## config.mk

```make
export PLATFORM = sky130hd
export DESIGN_NAME = kmp_stream_find_replace
export DESIGN_NICKNAME = d
export VERILOG_FILES = /design/src/hw/rtl/kmpsfr_pkg.sv /design/src/hw/rtl/kmp_stream_find_replace.sv
export SDC_FILE = /design/constraint.sdc
export NUM_CORES = 1
export LEC_CHECK = 0
export ABC_CLOCK_PERIOD_IN_PS = 5700
export BUFFER_PORTS_ARGS = -buffer_cell sky130_fd_sc_hd__buf_4
export CAP_MARGIN = 40
export CORE_UTILIZATION = 50
export CTS_BUF_LIST = sky130_fd_sc_hd__clkbuf_8 sky130_fd_sc_hd__clkbuf_16
export DETAILED_ROUTE_END_ITERATION = 10
export PLACE_DENSITY = 0.77
export SLEW_MARGIN = 15
export SYNTH_ARGS = -nofsm -noshare
export SYNTH_HDL_FRONTEND = slang
export SYNTH_SLANG_ARGS = --single-unit
```

## constraint.sdc

```tcl
create_clock -name i_clk -period 5.7 [get_ports i_clk]
set_input_delay 1.14 -clock i_clk [delete_from_list [all_inputs] [get_ports i_clk]]
set_output_delay 1.14 -clock i_clk [all_outputs]
set_load 0.02 [all_outputs]
```

## src/hw/rtl/kmpsfr_pkg.sv

```systemverilog
// ----------------------------------------------------------------------------
// kmpsfr_pkg: shared types and constants for the streaming find-and-replace
// Sequencer states, register indexes, widths and byte lane selection.
// ----------------------------------------------------------------------------
`default_nettype none

package kmpsfr_pkg;

    // field and register widths
    localparam int BYTE_W    = 8;
    localparam int POS_W     = 5;
    localparam int CFG_W     = 64;
    localparam int CFG_IDX_W = 3;

    // bytes held by a low/high register pair
    localparam int STR_BYTES = 16;

    // parameter defaults
    localparam int PATTERN_MAX_DEF     = 16;
    localparam int REPLACEMENT_MAX_DEF = 16;

    // configuration register indexes
    localparam logic [CFG_IDX_W-1:0] REG_PAT_LO  = 3'd0;
    localparam logic [CFG_IDX_W-1:0] REG_PAT_HI  = 3'd1;
    localparam logic [CFG_IDX_W-1:0] REG_PAT_LEN = 3'd2;
    localparam logic [CFG_IDX_W-1:0] REG_REP_LO  = 3'd3;
    localparam logic [CFG_IDX_W-1:0] REG_REP_HI  = 3'd4;
    localparam logic [CFG_IDX_W-1:0] REG_REP_LEN = 3'd5;

    // sequencer states
    typedef enum logic [2:0] {
        S_BUILD,
        S_IDLE,
        S_SCAN,
        S_FALL,
        S_REPL,
        S_EOT,
        S_LAST
    } t_state;

    // pick one byte out of a 16-byte string held as two 64-bit words
    function automatic logic [BYTE_W-1:0] byte_of(
        input logic [CFG_W-1:0] lo,
        input logic [CFG_W-1:0] hi,
        input logic [3:0]       idx
    );
        logic [CFG_W-1:0] word;
        logic [CFG_W-1:0] shifted;
        word    = idx[3] ? hi : lo;
        shifted = word >> {idx[2:0], 3'b000};
        return shifted[BYTE_W-1:0];
    endfunction

endpackage

`default_nettype wire

```

## src/hw/rtl/kmp_stream_find_replace.sv

```systemverilog
// The sequencer shares one comparator and one failure-table read port and works through one
// accepted byte at a time; the input stalls until it is back in idle. Each emitted byte, each
// failure link followed, a completed match and any output stall lengthen the work on a byte.
// With matching disabled the byte is passed straight through. After reset and any pattern
// register write the table is rebuilt, input stalled.
// Reset: synchronous, active low, clears control.
// ----------------------------------------------------------------------------
// kmp_stream_find_replace: streaming find-and-replace with a KMP matcher
// Bytes in, rewritten bytes out; matches of the pattern become the replacement.
// ----------------------------------------------------------------------------
`default_nettype none

module kmp_stream_find_replace #(
    parameter int PATTERN_MAX     = kmpsfr_pkg::PATTERN_MAX_DEF,
    parameter int REPLACEMENT_MAX = kmpsfr_pkg::REPLACEMENT_MAX_DEF
) (
    input  wire                                   i_clk,
    input  wire                                   i_rst_n,
    // configuration write port
    input  wire                                   i_cfg_we,
    input  wire  [kmpsfr_pkg::CFG_IDX_W-1:0]      i_cfg_index,
    input  wire  [kmpsfr_pkg::CFG_W-1:0]          i_cfg_data,
    // text input channel
    input  wire                                   i_valid,
    output logic                                  o_stall,
    input  wire  [kmpsfr_pkg::BYTE_W-1:0]         i_text_byte,
    input  wire                                   i_end_of_text,
    // rewritten text output channel
    output logic                                  o_valid,
    input  wire                                   i_stall,
    output logic [kmpsfr_pkg::BYTE_W-1:0]         o_out_byte,
    output logic                                  o_run_last,
    output logic                                  o_text_last
);

    localparam int BW      = kmpsfr_pkg::BYTE_W;
    localparam int PW      = kmpsfr_pkg::POS_W;
    localparam int CW      = kmpsfr_pkg::CFG_W;
    localparam int PAT_CAP = (PATTERN_MAX < kmpsfr_pkg::STR_BYTES) ?
                             PATTERN_MAX : kmpsfr_pkg::STR_BYTES;
    localparam int REP_CAP = (REPLACEMENT_MAX < kmpsfr_pkg::STR_BYTES) ?
                             REPLACEMENT_MAX : kmpsfr_pkg::STR_BYTES;
    localparam int IW      = $clog2(PAT_CAP);

    // configuration registers
    logic [CW-1:0] r_pat_lo, r_pat_hi, r_rep_lo, r_rep_hi;
    logic [PW-1:0] r_pat_len, r_rep_len;
    logic          pat_wr;

    // failure table
    logic [PW-1:0] r_fail [PAT_CAP];
    logic          tbl_we;
    logic [IW-1:0] tbl_waddr;
    logic [PW-1:0] tbl_wdata;
    logic [PW-1:0] tbl_pos;
    logic [PW-1:0] tbl_pos_m1;
    logic [PW-1:0] fail_rd;

    // sequencer state
    kmpsfr_pkg::t_state r_state, n_state;
    logic [PW-1:0] r_pos, n_pos;
    logic [PW-1:0] r_j, n_j;
    logic [PW-1:0] r_idx, n_idx;
    logic [PW-1:0] r_end, n_end;
    logic [PW-1:0] r_nj, n_nj;
    logic [PW-1:0] r_bi, n_bi;
    logic [PW-1:0] r_bk, n_bk;
    logic [BW-1:0] r_c, n_c;
    logic          r_eot, n_eot;

    // one-deep hold stage and output register
    logic          r_hold_vld, n_hold_vld;
    logic [BW-1:0] r_hold_byte, n_hold_byte;
    logic          r_out_vld, n_out_vld;
    logic [BW-1:0] r_out_byte, n_out_byte;
    logic          r_out_run_last, n_out_run_last;
    logic          r_out_text_last, n_out_text_last;

    // shared compare unit and helpers
    logic [PW-1:0] plen, rlen;
    logic [PW-1:0] cmp_pos;
    logic [BW-1:0] cmp_a, cmp_b;
    logic          cmp_eq;
    logic [PW-1:0] nj_safe;
    logic [PW-1:0] k_next;
    logic [PW-1:0] j_inc;
    logic          e_vld, e_go, fin, push, out_free, can_emit;
    logic [BW-1:0] e_byte;

    // effective lengths, saturated at capacity
    assign plen = (r_pat_len > PW'(PAT_CAP)) ? PW'(PAT_CAP) : r_pat_len;
    assign rlen = (r_rep_len > PW'(REP_CAP)) ? PW'(REP_CAP) : r_rep_len;

    // configuration register writes
    always_ff @(posedge i_clk) begin
        if (!i_rst_n) begin
            r_pat_lo  <= '0;
            r_pat_hi  <= '0;
            r_pat_len <= '0;
            r_rep_lo  <= '0;
            r_rep_hi  <= '0;
            r_rep_len <= '0;
        end else if (i_cfg_we) begin
            unique case (i_cfg_index)
                kmpsfr_pkg::REG_PAT_LO:  r_pat_lo  <= i_cfg_data;
                kmpsfr_pkg::REG_PAT_HI:  r_pat_hi  <= i_cfg_data;
                kmpsfr_pkg::REG_PAT_LEN: r_pat_len <= i_cfg_data[PW-1:0];
                kmpsfr_pkg::REG_REP_LO:  r_rep_lo  <= i_cfg_data;
                kmpsfr_pkg::REG_REP_HI:  r_rep_hi  <= i_cfg_data;
                kmpsfr_pkg::REG_REP_LEN: r_rep_len <= i_cfg_data[PW-1:0];
                default: ;
            endcase
        end
    end

    assign pat_wr = i_cfg_we && ((i_cfg_index == kmpsfr_pkg::REG_PAT_LO)  ||
                                 (i_cfg_index == kmpsfr_pkg::REG_PAT_HI)  ||
                                 (i_cfg_index == kmpsfr_pkg::REG_PAT_LEN));

    // failure table write port
    always_ff @(posedge i_clk) begin
        if (tbl_we) begin
            r_fail[tbl_waddr] <= tbl_wdata;
        end
    end

    // single table read port: entry at position minus one
    assign tbl_pos    = (r_state == kmpsfr_pkg::S_BUILD) ? r_bk : r_j;
    assign tbl_pos_m1 = tbl_pos - PW'(1);
    assign fail_rd    = r_fail[tbl_pos_m1[IW-1:0]];

    // shared byte comparator: pattern byte against pattern byte or text byte
    assign cmp_pos = (r_state == kmpsfr_pkg::S_BUILD) ? r_bi : r_j;
    assign cmp_a   = kmpsfr_pkg::byte_of(r_pat_lo, r_pat_hi, cmp_pos[3:0]);
    assign cmp_b   = (r_state == kmpsfr_pkg::S_BUILD) ?
                     kmpsfr_pkg::byte_of(r_pat_lo, r_pat_hi, r_bk[3:0]) : r_c;
    assign cmp_eq  = (cmp_a == cmp_b);

    assign nj_safe = (fail_rd >= r_j) ? '0 : fail_rd;
    assign k_next  = r_bk + {{(PW-1){1'b0}}, cmp_eq};
    assign j_inc   = r_j + PW'(1);

    // output side flow
    assign out_free = !r_out_vld || !i_stall;
    assign can_emit = !r_hold_vld || out_free;

    // sequencer next state, emission and table writes
    always_comb begin
        n_state   = r_state;
        n_pos     = r_pos;
        n_j       = r_j;
        n_idx     = r_idx;
        n_end     = r_end;
        n_nj      = r_nj;
        n_bi      = r_bi;
        n_bk      = r_bk;
        n_c       = r_c;
        n_eot     = r_eot;
        tbl_we    = 1'b0;
        tbl_waddr = r_bi[IW-1:0];
        tbl_wdata = k_next;
        e_vld     = 1'b0;
        e_byte    = r_c;
        fin       = 1'b0;

        unique case (r_state)
            kmpsfr_pkg::S_BUILD: begin
                if (r_bi == '0) begin
                    tbl_we    = 1'b1;
                    tbl_wdata = '0;
                    n_bi      = PW'(1);
                end else if (r_bi >= plen) begin
                    n_state = kmpsfr_pkg::S_IDLE;
                end else if ((r_bk != '0) && !cmp_eq) begin
                    n_bk = fail_rd;
                end else begin
                    tbl_we = 1'b1;
                    n_bk   = k_next;
                    n_bi   = r_bi + PW'(1);
                end
            end
            kmpsfr_pkg::S_IDLE: begin
                if (i_valid) begin
                    n_c   = i_text_byte;
                    n_eot = i_end_of_text;
                    if (plen == '0) begin
                        // matching disabled: pass the byte through
                        e_vld   = 1'b1;
                        e_byte  = i_text_byte;
                        n_j     = '0;
                        n_state = kmpsfr_pkg::S_LAST;
                    end else begin
                        n_j     = (r_pos >= plen) ? '0 : r_pos;
                        n_state = kmpsfr_pkg::S_SCAN;
                    end
                end
            end
            kmpsfr_pkg::S_SCAN: begin
                if ((r_j != '0) && !cmp_eq) begin
                    // follow one failure link, release the dropped prefix
                    n_nj    = nj_safe;
                    n_end   = r_j - nj_safe;
                    n_idx   = '0;
                    n_state = kmpsfr_pkg::S_FALL;
                end else if (cmp_eq) begin
                    n_idx = '0;
                    if (j_inc >= plen) begin
                        n_j     = '0;
                        n_state = kmpsfr_pkg::S_REPL;
                    end else begin
                        n_j     = j_inc;
                        n_state = kmpsfr_pkg::S_EOT;
                    end
                end else begin
                    e_vld = 1'b1;
                    if (can_emit) begin
                        n_idx   = '0;
                        n_state = kmpsfr_pkg::S_EOT;
                    end
                end
            end
            kmpsfr_pkg::S_FALL: begin
                if (r_idx < r_end) begin
                    e_vld  = 1'b1;
                    e_byte = kmpsfr_pkg::byte_of(r_pat_lo, r_pat_hi, r_idx[3:0]);
                    if (can_emit) begin
                        n_idx = r_idx + PW'(1);
                    end
                end else begin
                    n_j     = r_nj;
                    n_state = kmpsfr_pkg::S_SCAN;
                end
            end
            kmpsfr_pkg::S_REPL: begin
                if (r_idx < rlen) begin
                    e_vld  = 1'b1;
                    e_byte = kmpsfr_pkg::byte_of(r_rep_lo, r_rep_hi, r_idx[3:0]);
                    if (can_emit) begin
                        n_idx = r_idx + PW'(1);
                    end
                end else begin
                    n_idx   = '0;
                    n_state = kmpsfr_pkg::S_EOT;
                end
            end
            kmpsfr_pkg::S_EOT: begin
                if (r_eot && (r_idx < r_j)) begin
                    // end of text: flush the pending partial match
                    e_vld  = 1'b1;
                    e_byte = kmpsfr_pkg::byte_of(r_pat_lo, r_pat_hi, r_idx[3:0]);
                    if (can_emit) begin
                        n_idx = r_idx + PW'(1);
                    end
                end else begin
                    if (r_eot) begin
                        n_j = '0;
                    end
                    n_state = kmpsfr_pkg::S_LAST;
                end
            end
            kmpsfr_pkg::S_LAST: begin
                if (!r_hold_vld) begin
                    n_pos   = r_j;
                    n_state = kmpsfr_pkg::S_IDLE;
                end else if (out_free) begin
                    fin     = 1'b1;
                    n_pos   = r_j;
                    n_state = kmpsfr_pkg::S_IDLE;
                end
            end
            default: n_state = kmpsfr_pkg::S_IDLE;
        endcase

        // a pattern change drops any partial match and rebuilds the table
        if (pat_wr) begin
            n_state = kmpsfr_pkg::S_BUILD;
            n_bi    = '0;
            n_bk    = '0;
            n_pos   = '0;
        end
    end

    // hold stage: the newest byte waits until its successor or the run end is known
    assign e_go = e_vld && can_emit;
    assign push = (e_go && r_hold_vld) || fin;

    always_comb begin
        n_hold_vld      = r_hold_vld;
        n_hold_byte     = r_hold_byte;
        n_out_vld       = r_out_vld;
        n_out_byte      = r_out_byte;
        n_out_run_last  = r_out_run_last;
        n_out_text_last = r_out_text_last;
        if (e_go) begin
            n_hold_vld  = 1'b1;
            n_hold_byte = e_byte;
        end else if (fin) begin
            n_hold_vld = 1'b0;
        end
        if (push) begin
            n_out_vld       = 1'b1;
            n_out_byte      = r_hold_byte;
            n_out_run_last  = fin;
            n_out_text_last = fin && r_eot;
        end else if (r_out_vld && !i_stall) begin
            n_out_vld = 1'b0;
        end
    end

    // control registers
    always_ff @(posedge i_clk) begin
        if (!i_rst_n) begin
            r_state    <= kmpsfr_pkg::S_BUILD;
            r_pos      <= '0;
            r_bi       <= '0;
            r_bk       <= '0;
            r_hold_vld <= 1'b0;
            r_out_vld  <= 1'b0;
        end else begin
            r_state    <= n_state;
            r_pos      <= n_pos;
            r_bi       <= n_bi;
            r_bk       <= n_bk;
            r_hold_vld <= n_hold_vld;
            r_out_vld  <= n_out_vld;
        end
    end

    // payload registers
    always_ff @(posedge i_clk) begin
        r_j             <= n_j;
        r_idx           <= n_idx;
        r_end           <= n_end;
        r_nj            <= n_nj;
        r_c             <= n_c;
        r_eot           <= n_eot;
        r_hold_byte     <= n_hold_byte;
        r_out_byte      <= n_out_byte;
        r_out_run_last  <= n_out_run_last;
        r_out_text_last <= n_out_text_last;
    end

    // ports
    assign o_stall     = (r_state != kmpsfr_pkg::S_IDLE);
    assign o_valid     = r_out_vld;
    assign o_out_byte  = r_out_byte;
    assign o_run_last  = r_out_run_last;
    assign o_text_last = r_out_text_last;

    // checks
    a_idle_hold_empty: assert property (@(posedge i_clk) disable iff (!i_rst_n)
        (r_state == kmpsfr_pkg::S_IDLE) |-> !r_hold_vld)
        else $error("hold stage still full while idle");

    a_pos_below_len: assert property (@(posedge i_clk) disable iff (!i_rst_n)
        ((r_state == kmpsfr_pkg::S_IDLE) && (plen != '0)) |-> (r_pos < plen))
        else $error("match position not below pattern length");

    a_accept_leaves_idle: assert property (@(posedge i_clk) disable iff (!i_rst_n)
        (i_valid && !o_stall && !pat_wr) |=> (r_state != kmpsfr_pkg::S_IDLE))
        else $error("accepted transaction did not start the sequencer");

    a_text_last_run_last: assert property (@(posedge i_clk) disable iff (!i_rst_n)
        (r_out_vld && r_out_text_last) |-> r_out_run_last)
        else $error("text end flagged on a byte that does not end its run");

    a_scan_pos_valid: assert property (@(posedge i_clk) disable iff (!i_rst_n)
        (r_state == kmpsfr_pkg::S_SCAN) |-> (r_j < plen))
        else $error("scan position out of pattern range");

endmodule

`default_nettype wire
```

==> metrics.csv, run 1 <==
metric;value;unit
status;complete, no violations;
timing.max_cap.violations;0;
synth_largest_area_cell;dfxtp_1;
reg2reg_to;r_end[4]$_DFFE_PP_;
finalCriticalPeriod;5.10;ns
grt_pass1_vias;17600;
dp.cells;2762;
cts.clk_slew.worst_paths;0.06;ns
antenna_found_initial;0;
post_cts_resized;0;
ctsHtreeMaxLevel;2;
n_antenna_cell;0;
die_h;209;um
synth_edf_count;127;
synth_top_area_share;26.7;%
power_density;429;mW/mm^2
drive_gt1_share;16.9;%
r2r_cells;23;
power;10.3;mW
ir_drop;303;uV
vias;18200;
r2r-start;r_state[2]$_SDFFE_PP0P_;
start_kind;flop;
crit_arrival;5.43;ns
critPathKind;flop to flop;
grt_max_degree;114;
rsz0062_at_grt;false;
post-route-cell-area;0.0241;mm^2
finalSetupTns;0;ns
synthCells;2242;
wl_per_cell;23.4;um
hold_path.class;flop to flop;
end_kind;flop;
place_area;0.0226;mm^2
grt_pass1_wl;103;mm
dpl_worst_slack;0.684;ns
synth_fp_nets;2369;
layout_commonest_cell;nand2_1;
rows;75;
globalRouteOverflowTotal;0;
async_flop_share;0;%
p_leak;8.36;nW
synth_seq_area_share;44.6;%
coreArea;0.0420;mm^2
die_w;209;um
relSlewSlack;41.1;%
hpwl;46.0;mm
synthTopCellsByArea;dfxtp_1 (27%), edfxtp_1 (18%), mux4_2 (13%);
grt_usage;30.7;%
synth_ff_type;dfxtp_1;
cts_setup_buffers;0;
cts_buffers;45;
whs;0.420;ns
hp-start;r_hold_byte[0]$_DFFE_PP_;
drtPass1Iterations;7;
drv_slew;0;
required;6.03;ns
yosysWarnings;0;
whs_endpoint;o_out_byte[0]$_DFFE_PP_;
drt_iter0_drc;2186;
initial_core_util;50.9;%
final_cell_mix;nand2_1 (591), a21oi_1 (308), dfxtp_1 (285), buf_4 (147), edfxtp_1 (127);
syn_avg_cell_area;9.55;um^2
cp_max_fo;11;
min_path_cells;0;
syn_area;0.0214;mm^2
cts_hold_buffers;0;
areaGrowthSynthToFinish;12.7;%
ios;93;
die_area;0.0436;mm^2
clock_path_buffers;3;
clk_root_buffer_cell;clkbuf_16;
cts_tree;done;
setup_viol;0;
clk_latency;0.61;ns
rrSetupSlack;0.60;ns
fin_worst_skew;0.0291;ns
fmax;0.196;GHz
ys_seq_elements;413;
wirelength;66.6;mm
fin_nets;2398;
post-route-drc-count;0;
viasPerCell;6.40;
final_hold_viol_count;0;
fillCellCount;3557;
stdcell_count;2845;
fin_util;57.4;%
gp_congestion;0.956;
worstMarginPinSlew;0.871;ns
synth_cell_types;81;
final.setup.worst_slack;0.599;ns
port_buffers;92;
clock-sinks;413;
finalCritPeriodShare;89.5;%
drtAntennaViolNets;0;
==> final cells by class <==
class / instances / area [um^2] / area share [%]
sequential: 413 / 9540 / 39.5
multi-input combinational: 1625 / 11100 / 45.9
tap: 539 / 674 / 2.80
clock inverter: 29 / 231 / 0.959
timing repair buffer: 154 / 1220 / 5.06
clock buffer: 53 / 1250 / 5.17
inverter: 32 / 125 / 0.519
==> worst max-delay path: stages (launching register included) <==
cell      delay [ns]
dfxtp_1         0.34
or3_1           0.48
a21boi_1        0.22
nand3_1         0.21
xnor2_1         0.40
buf_4           0.26
a311oi_1        0.06
a311oi_1        0.30
a31o_2          0.18
inv_1           0.06
ha_1            0.27
a21o_1          0.15
a21oi_1         0.15
nor2b_1         0.06
o21ai_0         0.17
nand2b_1        0.12
nor2_1          0.15
ha_1            0.18
inv_1           0.06
fa_1            0.40
a21o_1          0.17
a21oi_1         0.17
xnor2_1         0.17
xnor2_1         0.08
==> where the power goes <==
group / total (mW) / switching, mW / internal [mW]
Sequential: 3.50 / 0.143 / 3.35
Combinational: 3.94 / 2.43 / 1.51
Clock: 2.91 / 1.25 / 1.66
==> Yosys cell counts, drive strengths merged (4+ instances only) <==
master,number
buf,39
a22oi,4
a211oi,26
and2,7
nor3,24
clkbuf,133
o32ai,5
edfxtp,127
nor2,60
o22ai,14
nor4,10
o21ai,56
a2111oi,5
o221ai,6
a221o,14
nand2,591
o211a,6
ha,45
mux2,10
nor2b,20
or2,6
a211o,15
o31a,7
or3,4
nand2b,20
a21oi,310
mux2i,75
xnor2,7
xor2,8
nand3,53
o2111ai,4
a21o,17
a311oi,8
mux4,120
dfxtp,286
and3,18
inv,31
a31oi,5
nand4,7
==> worst max path at each step <==
stage / start / slack (ns) / to
2_1_floorplan: r_state[2]$_SDFFE_PP0P_ / 0.69 / r_end[4]$_DFFE_PP_
3_3_place_gp: r_state[2]$_SDFFE_PP0P_ / 0.81 / r_end[4]$_DFFE_PP_
3_5_place_dp: r_state[2]$_SDFFE_PP0P_ / 0.68 / r_end[4]$_DFFE_PP_
4_1_cts: r_state[2]$_SDFFE_PP0P_ / 0.70 / r_end[4]$_DFFE_PP_
5_1_grt: r_state[2]$_SDFFE_PP0P_ / 0.24 / r_end[4]$_DFFE_PP_
6_report: r_state[2]$_SDFFE_PP0P_ / 0.60 / r_end[4]$_DFFE_PP_
==> layer usage <==
layer	up-vias	share of wire (%)	GRT usage [%]
met5	-	0.13	1.33
met4	2	5.7	15.6
met3	212	8.1	5.71
met2	941	48	50.6
met1	8885	38	38.4
li1	8161	-	-
==> registers in the layout (all words and copies together) (netlist names), 8 cells and up <==
signal       count
r_c              8
r_pat_hi        64
r_rep_hi        64
r_fail          80
r_pat_lo        64
r_hold_byte      8
o_out_byte       8
r_rep_lo        64
==> kinds of logic after synthesis <==
group / share of synthesized area (%)
simple gates: 16.8
compound gates: 14.7
flops: 44.6
mux: 16.9
buf+inv: 3.82
fa+ha+maj: 2.72
xor+xnor: 0.614
Note: power is estimated with default switching activity, not from simulation.
==> inputs of run 2 (changes only) <==
--- a/config.mk
+++ b/config.mk
@@ -9,8 +9,9 @@
 export BUFFER_PORTS_ARGS = -buffer_cell sky130_fd_sc_hd__buf_4
 export CAP_MARGIN = 40
 export CORE_UTILIZATION = 50
-export CTS_BUF_LIST = sky130_fd_sc_hd__clkbuf_8 sky130_fd_sc_hd__clkbuf_16
+export CTS_BUF_LIST = sky130_fd_sc_hd__clkbuf_16
 export DETAILED_ROUTE_END_ITERATION = 10
+export GPL_TIMING_DRIVEN = 0
 export PLACE_DENSITY = 0.77
 export SLEW_MARGIN = 15
 export SYNTH_ARGS = -nofsm -noshare
==> metrics.csv, run 2 (same netlist as run 1, synthesis figures left out) <==
metric;value;unit;change
fillCellCount;3561;;was 3557
cts_hold_buffers;0;;unchanged
final_cell_mix;nand2_1 (591), a21oi_1 (306), dfxtp_1 (286), edfxtp_1 (127), clkbuf_1 (124);;was nand2_1 (591), a21oi_1 (308), dfxtp_1 (285), buf_4 (147), edfxtp_1 (127)
final.setup.worst_slack;0.0250;ns;was 0.599 ns
die_h;209;um;unchanged
n_antenna_cell;0;;unchanged
crit_arrival;6.09;ns;was 5.43 ns
cp_num_buf_inv;5;;was 3
r2r_cells;16;;was 23
post-route-drc-count;0;;unchanged
combPwrFrac;39.9;%;was 38.0%
final_hold_viol_count;0;;unchanged
multi_input_area;0.0112;mm^2;was 0.0111 mm^2
min_path_cells;0;;unchanged
wirelength;74.2;mm;was 66.6 mm
regMostFlops;r_fail;;unchanged
clockPowerShare;26.9;%;was 28.2%
p_sw_share;37.8;%;was 37.0%
finalCritPeriodShare;99.6;%;was 89.5%
fmax;0.176;GHz;was 0.196 GHz
grt_pass1_wl;110;mm;was 103 mm
ir_drop;260;uV;was 303 uV
status;complete, no violations;;unchanged
initial_core_util;50.9;%;unchanged
hp-start;r_hold_byte[2]$_DFFE_PP_;;was r_hold_byte[0]$_DFFE_PP_
die_w;209;um;unchanged
dpl_worst_slack;-0.630;ns;was 0.684 ns
coreArea;0.0420;mm^2;unchanged
cts_tree;done;;unchanged
cp_top_family;compound AO/OA/AOI/OAI gates;;unchanged
clk_root_buffer_cell;clkbuf_16;;unchanged
cp_max_fo;12;;was 11
slowest_delay;0.65;ns;was 0.48 ns
place_area;0.0230;mm^2;was 0.0226 mm^2
worstMarginPinSlew;0.974;ns;was 0.871 ns
dp.cells;2891;;was 2762
fin_nets;2533;;was 2398
timing.max_cap.violations;0;;unchanged
crit_chain;buf_2, o31a_2, nor2_4, buf_4, mux2i_1, o2111ai_1, o31a_1, nor4_1, nand4_1, buf_4, inv_2, ha_1, ha_1, nand2b_1, a21oi_1, buf_4;;was or3_1, a21boi_1, nand3_1, xnor2_1, buf_4, a311oi_1, a311oi_1, a31o_2, inv_1, ha_1, a21o_1, a21oi_1, nor2b_1, o21ai_0, nand2b_1, nor2_1, ha_1, inv_1, fa_1, a21o_1, a21oi_1, xnor2_1, xnor2_1
setup_viol;0;;unchanged
hpwl;57.1;mm;was 46.0 mm
drive_gt1_share;15.8;%;was 16.9%
reg2reg_to;r_fail[5][2]$_DFFE_PP_;;was r_end[4]$_DFFE_PP_
drtPass1Iterations;6;;was 7
vias;18700;;was 18200
clock_path_buffers;3;;unchanged
layout_commonest_cell;nand2_1;;unchanged
end_kind;flop;;unchanged
clock-sinks;413;;unchanged
grt_max_degree;17;;was 114
drtAntennaViolNets;0;;unchanged
relSlewSlack;34.9;%;was 41.1%
grt_pass1_vias;18000;;was 17600
areaGrowthSynthToFinish;14.9;%;was 12.7%
cts.clk_slew.worst_paths;0.06;ns;about the same
worst_path_most_repeated_cell;buf_4;;was xnor2_1
port_buffers;90;;was 92
die_area;0.0436;mm^2;unchanged
globalRouteOverflowTotal;0;;unchanged
ctsHtreeMaxLevel;2;;unchanged
rsz0062_at_grt;false;;unchanged
rows;75;;unchanged
clk_latency;0.58;ns;was 0.61 ns
required;6.12;ns;was 6.03 ns
cts_buffers;44;;was 45
power_density;431;mW/mm^2;was 429 mW/mm^2
p_leak;8.51;nW;was 8.36 nW
stdcell_count;2977;;was 2845
fin_worst_skew;0.0142;ns;was 0.0291 ns
r2r-start;r_state[2]$_SDFFE_PP0P_;;unchanged
hold_path.class;flop to flop;;unchanged
viasPerCell;6.29;;was 6.40
ff_latch_area;0.00954;mm^2;about the same
antenna_found_initial;1;;was 0
finalCriticalPeriod;5.67;ns;was 5.10 ns
whs_endpoint;o_out_byte[2]$_DFFE_PP_;;was o_out_byte[0]$_DFFE_PP_
drt_iter0_drc;1895;;was 2186
drv_slew;0;;unchanged
crit_slowest_cell;nor4_1;;was or3_1
intPower;6.59;mW;was 6.52 mW
ios;93;;unchanged
rrSetupSlack;0.03;ns;was 0.60 ns
start_kind;flop;;unchanged
post-route-cell-area;0.0246;mm^2;was 0.0241 mm^2
critPathKind;flop to flop;;unchanged
grt_usage;33.7;%;was 30.7%
power_switching;4.01;mW;was 3.83 mW
p_seq_share;33.2;%;was 33.8%
gp_congestion;1.02;;was 0.956
largest_reg_flops;80;;unchanged
wl_per_cell;24.9;um;was 23.4 um
==> run 2: cell types whose count changed in the layout (fill, tap and decap cells not counted), moves of 4 or more <==
cell	delta
buf_4	-35
clkbuf_1	+124
buf_2	+13
clkinv_1	+9
clkinv_2	-4
clkbuf_2	+6
buf_6	+13
buf_1	+13
clkbuf_4	+6
clkbuf_8	-7
buf_12	-4
==> run 2: what timing repair did <==
| item | 4_1_cts | 5_1_grt |
|---|---|---|
| endpoints found under the setup margin | 12 | 15 |
| resized for setup | 14 | 31 |
| pin swaps | 0 | 2 |
| setup buffers | 0 | 10 |
==> run 2: per-layer routing <==
layer	vias up	wire length, um	global-route usage [%]	share of wire, %
met5	-	13	0	0.018
met4	2	5210	22.4	7.0
met3	228	6170	5.09	8.3
met2	1021	34900	55.1	47
met1	9031	27900	41.7	38
li1	8435	-	-	-
==> run 2: cell type report <==
type                       count  area share [%]
sequential                   413            38.8
timing repair buffer         121            3.85
clock buffer                  46            4.68
buffer                       169            2.93
multi-input combinational   1625            45.5
clock inverter                32            1.05
tap                          539            2.74
inverter                      32           0.488
==> run 2: worst register-to-register path, stage by stage, from the launching register on <==
cell       delay (ns)
dfxtp_1          0.30
buf_2            0.19
o31a_2           0.49
nor2_4           0.26
buf_4            0.30
mux2i_1          0.45
o2111ai_1        0.28
o31a_1           0.36
nor4_1           0.65
nand4_1          0.41
buf_4            0.31
inv_2            0.15
ha_1             0.22
ha_1             0.25
nand2b_1         0.10
a21oi_1          0.49
buf_4            0.29
==> run 2: power by group through the flow <==
stage	clock network, mW	registers (mW)	logic (mW)
2_1_floorplan	0	3.49	2.71
3_3_place_gp	0	3.56	3.79
3_5_place_dp	0	3.57	3.94
4_1_cts	2.86	3.51	4.00
5_1_grt	2.97	3.53	4.54
6_report	2.85	3.52	4.23
==> run 2: through the flow <==
| step | hold WS [ns] | power [mW] | TNS (ns) | utilization, % |
|---|---|---|---|---|
| final | 0.420 | 10.6 | 0 | 58.5 |
| after floorplan | 0.400 | 6.21 | 0 | - |
| after global routing | 0.426 | 11.0 | 0 | 58.5 |
| after CTS | 0.422 | 10.4 | -0.0173 | 58.1 |
| after global placement | 0.403 | 7.36 | -19.87 | 54.1 |
| after detailed placement | 0.406 | 7.51 | -1.50 | 54.6 |
==> run 2: worst max path at each step <==
stage                                 start                     end  slack (ns)  cells after the start
finish              r_state[2]$_SDFFE_PP0P_  r_fail[5][2]$_DFFE_PP_        0.03                     16
global route               r_j[3]$_DFFE_PP_  r_fail[5][2]$_DFFE_PP_        0.01                     16
CTS                 r_state[2]$_SDFFE_PP0P_      r_end[4]$_DFFE_PP_       -0.02                     24
detailed placement  r_state[0]$_SDFFE_PP0P_      r_end[4]$_DFFE_PP_       -0.63                     25
global placement    r_state[2]$_SDFFE_PP0P_      r_end[4]$_DFFE_PP_       -0.72                     23
floorplan           r_state[2]$_SDFFE_PP0P_      r_end[4]$_DFFE_PP_        0.69                     23
